$ cat config.mk
export PLATFORM = sky130hd
export DESIGN_NAME = sample_period_jitter_monitor_unit_flat
export DESIGN_NICKNAME = d
export VERILOG_FILES = /design/src/rtl/spjm_pkg.sv /design/src/rtl/spjm_stamp_if.sv /design/src/rtl/spjm_result_if.sv /design/src/rtl/sample_period_jitter_monitor_unit.sv /design/src/rtl/spjm_run_acc.sv /design/src/flat_wrapper.sv
export SDC_FILE = /design/constraint.sdc
export NUM_CORES = 1
export LEC_CHECK = 0
export BUFFER_PORTS_ARGS = -buffer_cell sky130_fd_sc_hd__buf_2
export CORE_MARGIN = 1.5
export CORE_UTILIZATION = 30
export CTS_CLUSTER_SIZE = 30
export DETAILED_ROUTE_END_ITERATION = 16
export REMOVE_ABC_BUFFERS = 1
export SLEW_MARGIN = 20
export SYNTH_ARGS = -nofsm -noshare
export SYNTH_HDL_FRONTEND = slang
export SYNTH_SLANG_ARGS = --single-unit
$ cat constraint.sdc
create_clock -name i_clk -period 6.1 [get_ports i_clk]
set_input_delay 1.525 -clock i_clk [delete_from_list [all_inputs] [get_ports i_clk]]
set_output_delay 1.525 -clock i_clk [all_outputs]
set_load 0.02 [all_outputs]
$ cat src/rtl/spjm_pkg.sv
// Shared constants, configuration codes and bundle types of the period jitter monitor.
package spjm_pkg;

    localparam int STAMP_W     = 32;
    localparam int ERR_W       = 10;
    localparam int RUN_LEN_W   = 11;
    localparam int CFG_IDX_W   = 2;
    localparam int CFG_DATA_W  = 32;
    localparam int DEF_MAX_RUN = 1024;

    localparam logic [ERR_W-1:0]     ERR_MAX         = ERR_W'(1023);
    localparam logic [STAMP_W-1:0]   RST_TARGET      = STAMP_W'(8000);
    localparam logic [STAMP_W-1:0]   RST_ALLOWANCE   = STAMP_W'(8);
    localparam logic [RUN_LEN_W-1:0] RST_RUN_LENGTH  = RUN_LEN_W'(1000);
    localparam logic [RUN_LEN_W-1:0] MIN_RUN_LENGTH  = RUN_LEN_W'(2);

    // Configuration register indexes
    localparam logic [CFG_IDX_W-1:0] CFG_TARGET_PERIOD = CFG_IDX_W'(0);
    localparam logic [CFG_IDX_W-1:0] CFG_ALLOWANCE     = CFG_IDX_W'(1);
    localparam logic [CFG_IDX_W-1:0] CFG_RUN_LENGTH    = CFG_IDX_W'(2);

    typedef struct packed {
        logic [STAMP_W-1:0]   target_period;
        logic [STAMP_W-1:0]   allowance;
        logic [RUN_LEN_W-1:0] run_length;
    } t_cfg;

    typedef struct packed {
        logic [ERR_W-1:0]   error_count;
        logic [STAMP_W-1:0] jitter;
    } t_result;

endpackage

$ cat src/rtl/spjm_stamp_if.sv
// Valid/ready channel carrying one time stamp per item.
interface spjm_stamp_if;
    logic                        valid;
    logic                        ready;
    logic [spjm_pkg::STAMP_W-1:0] stamp;

    modport source (output valid, output stamp, input ready);
    modport sink   (input valid, input stamp, output ready);
endinterface

$ cat src/rtl/spjm_result_if.sv
// Valid/ready channel carrying one run summary per item.
interface spjm_result_if;
    logic                        valid;
    logic                        ready;
    logic [spjm_pkg::ERR_W-1:0]   error_count;
    logic [spjm_pkg::STAMP_W-1:0] jitter;

    modport source (output valid, output error_count, output jitter, input ready);
    modport sink   (input valid, input error_count, input jitter, output ready);
endinterface

$ cat src/rtl/sample_period_jitter_monitor_unit.sv
// Top level of the sample period jitter monitor.
//
// Usage:
//   i_stamp carries one elapsed-time stamp per sample event; an item is taken
//   when valid and ready are both high. Each stamp after the first of a run
//   forms a period, the wrapping difference from the stamp before it.
//   o_result carries one item at the end of every run: the number of periods
//   outside target_period +/- allowance (saturating at 1023) and the jitter,
//   the greatest minus the least period of the run.
//   Configuration goes through i_cfg_we / i_cfg_idx / i_cfg_data; index 0 is
//   target_period, 1 allowance, 2 run_length. Write only while idle.
// Timing:
//   One stamp per cycle sustained while no run-ending stamp holds (below).
//   A taken stamp has its period registered in the period stage; as it moves
//   on, the run statistics step and a run end loads the result register.
//   The rate is set by the single accumulator update per cycle.
// Reset and stall:
//   Reset clears the run, the stored stamp and both pipeline stages, and
//   loads the register defaults 8000, 8 and 1000. While a summary waits on
//   o_result, stamps that end no run still flow; a stamp that would end the
//   next run holds in the period stage until the summary is taken.
module sample_period_jitter_monitor_unit #(
    parameter int MAX_RUN = spjm_pkg::DEF_MAX_RUN
) (
    input  logic                            i_clk,
    input  logic                            i_rst_n,
    spjm_stamp_if.sink                      i_stamp,
    spjm_result_if.source                   o_result,
    input  logic                            i_cfg_we,
    input  logic [spjm_pkg::CFG_IDX_W-1:0]  i_cfg_idx,
    input  logic [spjm_pkg::CFG_DATA_W-1:0] i_cfg_data
);
    import spjm_pkg::*;

    // Configuration registers
    t_cfg               r_cfg;

    // Period stage
    logic               r_a_valid;
    logic [STAMP_W-1:0] r_a_period;
    logic [STAMP_W-1:0] r_last_stamp;

    // Result register
    logic               r_o_valid;
    t_result            r_o_result;

    logic               in_take;
    logic               acc_step;
    logic               acc_done;
    logic               out_free;
    t_result            acc_result;

    // Configuration writes; drop unknown indexes
    always_ff @(posedge i_clk) begin
        if (!i_rst_n) begin
            r_cfg.target_period <= RST_TARGET;
            r_cfg.allowance     <= RST_ALLOWANCE;
            r_cfg.run_length    <= RST_RUN_LENGTH;
        end else if (i_cfg_we) begin
            unique case (i_cfg_idx)
                CFG_TARGET_PERIOD: r_cfg.target_period <= i_cfg_data[STAMP_W-1:0];
                CFG_ALLOWANCE:     r_cfg.allowance     <= i_cfg_data[STAMP_W-1:0];
                CFG_RUN_LENGTH:    r_cfg.run_length    <= i_cfg_data[RUN_LEN_W-1:0];
                default: ;
            endcase
        end
    end

    // Advance the accumulator unless its run summary has nowhere to go
    assign out_free       = !r_o_valid || o_result.ready;
    assign acc_step       = r_a_valid && (!acc_done || out_free);
    assign i_stamp.ready  = !r_a_valid || acc_step;
    assign in_take        = i_stamp.valid && i_stamp.ready;

    // Period stage: the previous stamp is simply the last item taken
    always_ff @(posedge i_clk) begin
        if (!i_rst_n) begin
            r_a_valid    <= 1'b0;
            r_last_stamp <= '0;
        end else begin
            if (in_take) begin
                r_a_valid    <= 1'b1;
                r_last_stamp <= i_stamp.stamp;
            end else if (acc_step) begin
                r_a_valid <= 1'b0;
            end
        end
    end

    always_ff @(posedge i_clk) begin
        if (in_take) begin
            r_a_period <= i_stamp.stamp - r_last_stamp;
        end
    end

    spjm_run_acc #(
        .MAX_RUN (MAX_RUN)
    ) u_run_acc (
        .i_clk    (i_clk),
        .i_rst_n  (i_rst_n),
        .i_step   (acc_step),
        .i_period (r_a_period),
        .i_cfg    (r_cfg),
        .o_done   (acc_done),
        .o_result (acc_result)
    );

    // Result register: load at run end, clear when taken
    always_ff @(posedge i_clk) begin
        if (!i_rst_n) begin
            r_o_valid <= 1'b0;
        end else if (acc_step && acc_done) begin
            r_o_valid <= 1'b1;
        end else if (o_result.ready) begin
            r_o_valid <= 1'b0;
        end
    end

    always_ff @(posedge i_clk) begin
        if (acc_step && acc_done) begin
            r_o_result <= acc_result;
        end
    end

    assign o_result.valid       = r_o_valid;
    assign o_result.error_count = r_o_result.error_count;
    assign o_result.jitter      = r_o_result.jitter;

    // A finished run never overwrites a summary still waiting
    a_no_overwrite: assert property (@(posedge i_clk) disable iff (!i_rst_n)
        (acc_step && acc_done) |-> (!r_o_valid || o_result.ready))
        else $error("run summary overwritten");

    // A new stamp enters the period stage only when the held one moves on
    a_no_stage_loss: assert property (@(posedge i_clk) disable iff (!i_rst_n)
        (in_take && r_a_valid) |-> acc_step)
        else $error("period stage item lost");

    // A taken stamp is always held in the period stage at the next edge
    a_stage_filled: assert property (@(posedge i_clk) disable iff (!i_rst_n)
        in_take |=> r_a_valid)
        else $error("taken stamp not held");

endmodule

$ cat src/rtl/spjm_run_acc.sv
// Run accumulator: error count, least and greatest period, run end detection.
module spjm_run_acc #(
    parameter int MAX_RUN = spjm_pkg::DEF_MAX_RUN
) (
    input  logic                         i_clk,
    input  logic                         i_rst_n,
    input  logic                         i_step,
    input  logic [spjm_pkg::STAMP_W-1:0] i_period,
    input  spjm_pkg::t_cfg               i_cfg,
    output logic                         o_done,
    output spjm_pkg::t_result            o_result
);
    import spjm_pkg::*;

    localparam int IW = $clog2(MAX_RUN + 1);
    localparam int CW = (IW > RUN_LEN_W) ? IW : RUN_LEN_W;

    logic [IW-1:0]      r_index;
    logic [ERR_W-1:0]   r_errors;
    logic [STAMP_W-1:0] r_least;
    logic [STAMP_W-1:0] r_greatest;

    logic [IW-1:0]      n_index;
    logic [ERR_W-1:0]   n_errors;
    logic [STAMP_W-1:0] n_least;
    logic [STAMP_W-1:0] n_greatest;

    logic [CW-1:0]      run_len_ext;
    logic [CW-1:0]      eff_len;
    logic [IW-1:0]      idx_inc;
    logic [STAMP_W-1:0] band_hi;
    logic [STAMP_W-1:0] band_lo;
    logic               out_of_band;
    logic               below_least;
    logic               above_greatest;
    logic               has_period;
    logic               first_period;
    logic [STAMP_W-1:0] jitter;

    // Clamp the run length into the supported range
    always_comb begin
        run_len_ext = CW'(i_cfg.run_length);
        if (run_len_ext < CW'(MIN_RUN_LENGTH)) begin
            eff_len = CW'(MIN_RUN_LENGTH);
        end else if (run_len_ext > CW'(MAX_RUN)) begin
            eff_len = CW'(MAX_RUN);
        end else begin
            eff_len = run_len_ext;
        end
    end

    assign idx_inc        = r_index + IW'(1);
    assign o_done         = CW'(idx_inc) >= eff_len;
    assign has_period     = r_index != '0;
    assign first_period   = r_index == IW'(1);
    assign band_hi        = i_period + i_cfg.allowance;
    assign band_lo        = i_period - i_cfg.allowance;
    assign out_of_band    = (band_hi < i_cfg.target_period) || (band_lo > i_cfg.target_period);
    assign below_least    = i_period < r_least;
    assign above_greatest = i_period > r_greatest;

    always_comb begin
        n_errors   = r_errors;
        n_least    = r_least;
        n_greatest = r_greatest;
        jitter     = r_greatest - r_least;
        if (has_period) begin
            if (out_of_band && (r_errors != ERR_MAX)) begin
                n_errors = r_errors + ERR_W'(1);
            end
            if (first_period) begin
                n_least    = i_period;
                n_greatest = i_period;
                jitter     = '0;
            end else if (above_greatest) begin
                n_greatest = i_period;
                jitter     = i_period - r_least;
            end else if (below_least) begin
                n_least = i_period;
                jitter  = r_greatest - i_period;
            end
        end
        n_index = idx_inc;
        if (o_done) begin
            n_index    = '0;
            n_errors   = '0;
            n_least    = '0;
            n_greatest = '0;
        end
    end

    assign o_result.error_count = (has_period && out_of_band && (r_errors != ERR_MAX)) ?
                                  r_errors + ERR_W'(1) : r_errors;
    assign o_result.jitter      = jitter;

    always_ff @(posedge i_clk) begin
        if (!i_rst_n) begin
            r_index    <= '0;
            r_errors   <= '0;
            r_least    <= '0;
            r_greatest <= '0;
        end else if (i_step) begin
            r_index    <= n_index;
            r_errors   <= n_errors;
            r_least    <= n_least;
            r_greatest <= n_greatest;
        end
    end

endmodule

$ cat src/flat_wrapper.sv
// flat-port wrapper written by rule: the top's interface ports become plain ports
module sample_period_jitter_monitor_unit_flat import spjm_pkg::*;
#(
    parameter int MAX_RUN = spjm_pkg::DEF_MAX_RUN
)
  (i_clk, i_rst_n, i_cfg_we, i_cfg_idx, i_cfg_data, i_stamp_valid, i_stamp_stamp, i_stamp_ready, o_result_valid, o_result_error_count, o_result_jitter, o_result_ready);
  spjm_stamp_if i_stamp_i ();
  spjm_result_if o_result_i ();
  input  logic i_clk;
  input  logic i_rst_n;
  input  logic i_cfg_we;
  input  logic [spjm_pkg::CFG_IDX_W-1:0] i_cfg_idx;
  input  logic [spjm_pkg::CFG_DATA_W-1:0] i_cfg_data;
  input wire logic [$bits(i_stamp_i.valid)-1:0] i_stamp_valid;
  input wire logic [$bits(i_stamp_i.stamp)-1:0] i_stamp_stamp;
  output wire logic [$bits(i_stamp_i.ready)-1:0] i_stamp_ready;
  output wire logic [$bits(o_result_i.valid)-1:0] o_result_valid;
  output wire logic [$bits(o_result_i.error_count)-1:0] o_result_error_count;
  output wire logic [$bits(o_result_i.jitter)-1:0] o_result_jitter;
  input wire logic [$bits(o_result_i.ready)-1:0] o_result_ready;
  assign i_stamp_i.valid = i_stamp_valid;
  assign i_stamp_i.stamp = i_stamp_stamp;
  assign i_stamp_ready = i_stamp_i.ready;
  assign o_result_valid = o_result_i.valid;
  assign o_result_error_count = o_result_i.error_count;
  assign o_result_jitter = o_result_i.jitter;
  assign o_result_i.ready = o_result_ready;
  sample_period_jitter_monitor_unit #(.MAX_RUN(MAX_RUN)) u_core (.i_clk(i_clk), .i_rst_n(i_rst_n), .i_stamp(i_stamp_i), .o_result(o_result_i), .i_cfg_we(i_cfg_we), .i_cfg_idx(i_cfg_idx), .i_cfg_data(i_cfg_data));
endmodule
== Word-level counts from Yosys, hierarchy flattened ==
Cells that the tools add are included.
W data, S select, Z words.
Word-level totals
  register bits after elaboration: 268
  input bits: 71
  output and inout port bits: 44
  logic and storage cells: 84
Operators by class
  $add $sub $neg: 8
  order comparisons: 7
  equal/unequal tests: 5
  muxes and demuxes: 24
  reduce and logical (&&, ||, !) cells: 27
Operators by type and width (number)
  $mux W32: 13
  $sub A32 B32 Y32: 5
  $gt A32 B32 Y1: 2
  $lt A32 B32 Y1: 2
  $mux W10: 4
  $mux W11: 3
  $add A32 B32 Y32: 1
  $add A11 B1 Y11 const B: 1
  $eq A11 B1 Y1 const B: 1
  $ge A11 B11 Y1: 1
  $gt A11 B11 Y1 const B: 1
  $lt A11 B2 Y1 const B: 1
  $reduce_bool A11 Y1: 1
  $add A10 B1 Y10 const B: 1
  $ne A10 B10 Y1 const B: 1
  $reduce_bool A2 Y1: 4
  $logic_and A1 B1 Y1: 6
  $reduce_and A2 Y1: 3
  $reduce_and A3 Y1: 2
  $reduce_bool A3 Y1: 2
  $logic_or A1 B1 Y1: 4
  $mux W1: 4
  $reduce_and A4 Y1: 1
  $logic_not A1 Y1: 3
  4 further kinds: 4

== Logic depth before layout (Yosys ltp) ==
  depth after elaboration: 10
  gate-level depth with buffers: 27

== Cells and area by module ==
From an unflattened synthesis, not the netlist that was laid out.
Unflattened totals
  cell total of the unflattened synthesis: 2784
  area total of the unflattened synthesis: 22499.1 µm²
Modules (own cells, without submodules)
  spjm_run_acc: instances 1, cells each 1951, area each 14371.3 µm², seq. area each 1701.6 µm²
  sample_period_jitter_monitor_unit: instances 1, cells each 833, area each 8127.8 µm², seq. area each 4404.2 µm²

== Worst setup path before layout ==
OpenSTA, ideal clock, no wires.
  path kind: reg2reg
  from: reg u_core.r_a_period[0]
  to: reg u_core.r_o_result, in the netlist u_core.o_result.error_count[1] (data pin)
  setup time: 0.260 ns
  arrival time: 4.909 ns
  data required time: 5.840 ns
  path slack: 0.931 ns
  cell stages (with the launch flop): 26
  path buffers: 1
  cell sequence: edfxtp_1 inv_1 ha_1 inv_1 fa_1 a21o_1 a21oi_1 o21ai_0 o21a_1 nand4_1 o211ai_1 o21ai_0 o21ba_2 o21ai_0 a311oi_1 xnor2_1 ha_1 nand3_1 nor3_1 and2_1 nand2_1 o21ai_0 a211oi_1 o21ai_0 clkbuf_1 mux2_2
RTL lines
  start, declared: line sample_period_jitter_monitor_unit.sv:40  | logic [STAMP_W-1:0] r_a_period;
  start signal, assigned: line sample_period_jitter_monitor_unit.sv:92  | r_a_period <= i_stamp.stamp - r_last_stamp;
  end signal, assigned: line sample_period_jitter_monitor_unit.sv:121  | r_o_result <= acc_result;
  end, declared: line sample_period_jitter_monitor_unit.sv:45  | t_result r_o_result;

== Final worst setup path ==
  from: reg u_core.r_a_period[0]
  to: reg u_core.u_run_acc.r_errors[9]
Between the ends
  longest elaborated chain between the ends: 6
RTL lines
  $add A32 B32 Y32 or $sub A32 B32 Y32 (tied branches): line spjm_run_acc.sv:56, spjm_run_acc.sv:57
  $lt A32 B32 Y1 or $gt A32 B32 Y1 (tied branches): line spjm_run_acc.sv:58  | assign out_of_band = (band_hi < i_cfg.target_period) || (band_lo > i_cfg.target_period);
  $logic_or A1 B1 Y1 (*): line spjm_run_acc.sv:58
  $logic_and A1 B1 Y1 (*): line spjm_run_acc.sv:68  | if (out_of_band && (r_errors != ERR_MAX)) begin
  $reduce_bool A2 Y1 (no line) (*)
  $reduce_and A3 Y1 (no line) (*)
  end signal, assigned: line spjm_run_acc.sv:104  | r_errors <= n_errors;
  end, declared: line spjm_run_acc.sv:19  | logic [ERR_W-1:0] r_errors;
Mark *: on every way between the ends. The rest lies on a longest branch, timed or not.
A chain may end at the register's enable or synchronous reset.

==> impl_metrics.py <==
metrics = {
    "run": {
        "maxCapViolations": 0,
    },
    "timing": {
        "relSlewSlack": 0.399,
        "rsz0062_at_grt": "no",
        "fmax_mhz": 178,
        "fin_crit_sh": 0.919,
        "tightest_slew_ps": 900,
        "fin_ws_ps": 493,
        "clock_skew_ps": 18.0,
        "hold_violations": 0,
        "finalCriticalPeriod_ps": 5610,
        "slew_viol_final": 0,
        "finalSetupViolations": 0,
    },
    "floorplan": {
        "die_h_um": 271,
        "io_pins": 115,
        "core_mm2": 0.0705,
        "rows": 97,
        "initial_utilization": 0.305,
        "dieArea_mm2": 0.0733,
        "die_w_um": 271,
    },
    "cells_and_area": {
        "drive_gt1_frac": 0.0878,
        "multi_input_area_mm2": 0.0142,
        "nets": 3006,
        "final_area_mm2": 0.0243,
        "nFillCells": 7344,
        "seq_area_mm2": 0.00611,
        "areaGrowthSynthToFinish_pct": 12.9,
    },
    "critical_path": {
        "worst_r2r_endpoint": "u_core.u_run_acc.r_errors[9]",
        "cp_max_fo": 10,
        "crit_type": "flop to flop",
        "regToRegSetupSlack_ps": 490,
        "cp-end-kind": "flop",
        "crit_path_start_kind": "flop",
        "r2r-start": "u_core.r_a_period[0]",
        "reg2reg_depth": 26,
        "startpoint": "u_core.r_a_period[0]",
        "cp.required_ps": 6530,
        "worstPathArrival_ps": 6040,
    },
    "global_routing": {
        "grt_pass1_vias": 17000,
        "track_usage": 0.157,
        "grt_pass1_wl_um": 92800,
        "antenna_found_initial": 4,
        "grt_max_degree": 83,
        "overflow": 0,
    },
    "place": {
        "port_buffers": 114,
        "dpl_cell_area_mm2": 0.0231,
        "place.gp.congestion": 0.918,
        "dp_hpwl_um": 47100,
        "dp_slack_ps": 161,
    },
    "yosys": {
        "ys_seq_elements": 268,
        "seq_area_frac_synth": 0.284,
        "ys_dominant_reg_cell": "dfxtp_1",
        "synthDistinctLibCells": 84,
        "synth_area_per_cell_um2": 8.32,
        "synthArstFlopShare": 0,
        "yosysTopAreaCell": "dfxtp_1",
        "yosysTopAreaCellShare": 0.181,
        "yosys_warnings": 0,
        "synthCells": 2586,
        "synth-edff-count": 74,
        "ys_top_cells_by_area": "dfxtp_1 18%, ha_1 16%, edfxtp_1 10%",
        "syn_area_mm2": 0.0215,
    },
    "power_and_ir_drop": {
        "swShare": 0.338,
        "powerDensity_mw_per_mm2": 259,
        "p_int_mw": 4.17,
        "total_power_mw": 6.29,
        "netSwitchingPower_mw": 2.13,
        "vdd_drop_max_mv": 0.150,
        "pwr-share-clk": 0.345,
        "power_frac_seq": 0.323,
        "p_comb_frac": 0.332,
        "static-leakage-power_nw": 10.1,
    },
    "clock_network": {
        "cts.sinks": 268,
        "clk_pin_slew_ps": 60,
        "ctsLongestPathBuffers": 3,
        "cts_made_buffers": 34,
        "cts_root_buf": "clkbuf_16",
        "clk_latency_ps": 550,
        "cts_tree": "built",
        "h-tree-depth": 2,
    },
    "route": {
        "drt_iter0_markers": 1113,
        "drt-vias-per-instance": 4.99,
        "postRouteAntennaNets": 0,
        "first_pass_iters": 6,
        "num_vias": 18100,
        "drc": 0,
        "wl_per_cell_um": 16.4,
        "wirelength_um": 59400,
    },
    "hold_path": {
        "hold_end": "u_core.r_cfg[67]",
        "hold_path_class": "flop to flop",
        "hold_start": "u_core.r_cfg[67]",
        "whs_path_depth": 2,
    },
    "status": {
        "outcome": "complete, no violations",
    },
}
cell families (layout without fill, tap and decap cells):
logic type | count (synthesis) | in the layout | share of synthesized area
AOI/OAI and AO/OA | 744 | 744 | 0.236
and+or+nand+nor | 744 | 744 | 0.163
buffers and inverters | 326 | 428 | 0.0593
adders and majority gates | 273 | 273 | 0.161
DFF | 268 | 268 | 0.284
xor gates and xnor gates | 194 | 194 | 0.0790
muxes | 37 | 37 | 0.0173
other | 0 | 1 | 0
timing repair:
item,in CTS,in global routing
setup endpoints to repair,0,20
hold buffers,0,0
gates resized for setup,0,3
buffers inserted,0,0
layer usage:
metal,routed length (um),GRT usage
met5,29,0
met3,2180,0.0196
met2,26900,0.259
met4,1520,0.0473
met1,28800,0.212
through the flow:
stage	cells	TNS [ps]	hold WS (ps)	utilization
2_1_floorplan	2481	-150	441	-
3_3_place_gp	3566	0	452	0.327
3_5_place_dp	3566	0	458	0.327
4_1_cts	3628	0	467	0.344
5_1_grt	3628	0	480	0.344
6_report	3629	0	464	0.344
critical path, cell delays in order (launching register included):
cell	delay, ps
edfxtp_1	460
inv_1	130
ha_1	180
inv_1	60
fa_1	390
a21o_1	170
a21oi_1	200
o21ai_0	200
o21a_1	280
nand4_1	100
o211ai_1	180
o21ai_2	210
o21ba_2	160
o21ai_0	150
a311oi_1	350
xnor2_1	110
ha_1	290
nand3_1	100
nor3_1	190
and2_1	160
nand2_1	70
o21ai_0	150
a211oi_1	80
o21ai_2	310
nor2_1	80
o21a_1	320
a221o_1	380
power groups by stage:
| stage | Clock [mW] | Sequential [mW] | Combinational (mW) |
|---|---|---|---|
| final | 2.17 | 2.03 | 2.09 |
| after CTS | 2.23 | 2.03 | 2.08 |
| after global routing | 2.30 | 2.04 | 2.33 |
| after detailed placement | 0 | 2.07 | 2.07 |
| after floorplan | 0 | 2.03 | 1.55 |
| after global placement | 0 | 2.06 | 2.06 |
flip-flops by register name (all words and copies together) (netlist names):
register,count
u_core.r_last_stamp,32
u_core.o_result.error_count,10
u_core.u_run_acc.r_index,11
u_core.r_a_valid,1
u_core.u_run_acc.r_greatest,32
u_core.u_run_acc.r_least,32
u_core.r_a_period,32
u_core.o_result.valid,1
u_core.o_result.jitter,32
u_core.r_cfg,75
u_core.u_run_acc.r_errors,10
worst max path at each step:
stage / cells after the start / end / slack, ps
4_1_cts: 25 / u_core.o_result.error_count[1] / 150
5_1_grt: 26 / u_core.u_run_acc.r_errors[6] / 30
3_5_place_dp: 25 / u_core.o_result.error_count[1] / 160
6_report: 26 / u_core.u_run_acc.r_errors[9] / 490
2_1_floorplan: 12 / u_core.r_a_period[0] / -5
3_3_place_gp: 25 / u_core.o_result.error_count[1] / 310
cells in the final DEF (no fill, tap or decap), drive strengths merged, types with 28 or more instances in the layout:
cell	instances
o21a	30
clkbuf	47
nand3	83
inv	223
xor2	66
nor2	141
a21boi	99
edfxtp	74
nand2	280
nand2b	35
o21ai	121
dfxtp	194
ha	267
a21o	84
buf	145
nor2b	72
and3	28
nand4	29
a22o	35
xnor2	128
mux2i	35
a21oi	169
final cells by class:
class,instances,area share
Tap cell,940,0.0484
Multi-Input combinational cell,1992,0.583
Antenna cell,1,0.000103
Sequential cell,268,0.251
Inverter,221,0.0342
Timing Repair Buffer,145,0.0332
Clock buffer,47,0.0402
Clock inverter,15,0.00902
cell usage after synthesis, types with 7 or more instances:
cell	count
a211oi_1	16
a21boi_0	96
a21o_1	84
a21oi_1	167
a221o_1	7
a221oi_1	9
a22o_1	35
a22oi_1	17
a311oi_1	8
a31oi_1	24
and2_1	15
and3_1	28
buf_2	17
clkbuf_1	80
dfxtp_1	194
edfxtp_1	74
ha_1	267
inv_1	220
mux2i_1	35
nand2_1	279
nand2b_1	35
nand3_1	83
nand4_1	29
nor2_1	141
nor2b_1	72
nor3_1	24
nor4_1	7
o211ai_1	22
o21a_1	30
o21ai_0	118
o21bai_1	13
o221ai_1	7
o22ai_1	10
o31ai_1	13
o32ai_1	7
or2_2	7
xnor2_1	128
xor2_1	66
Power figures use the tool's default switching activity.
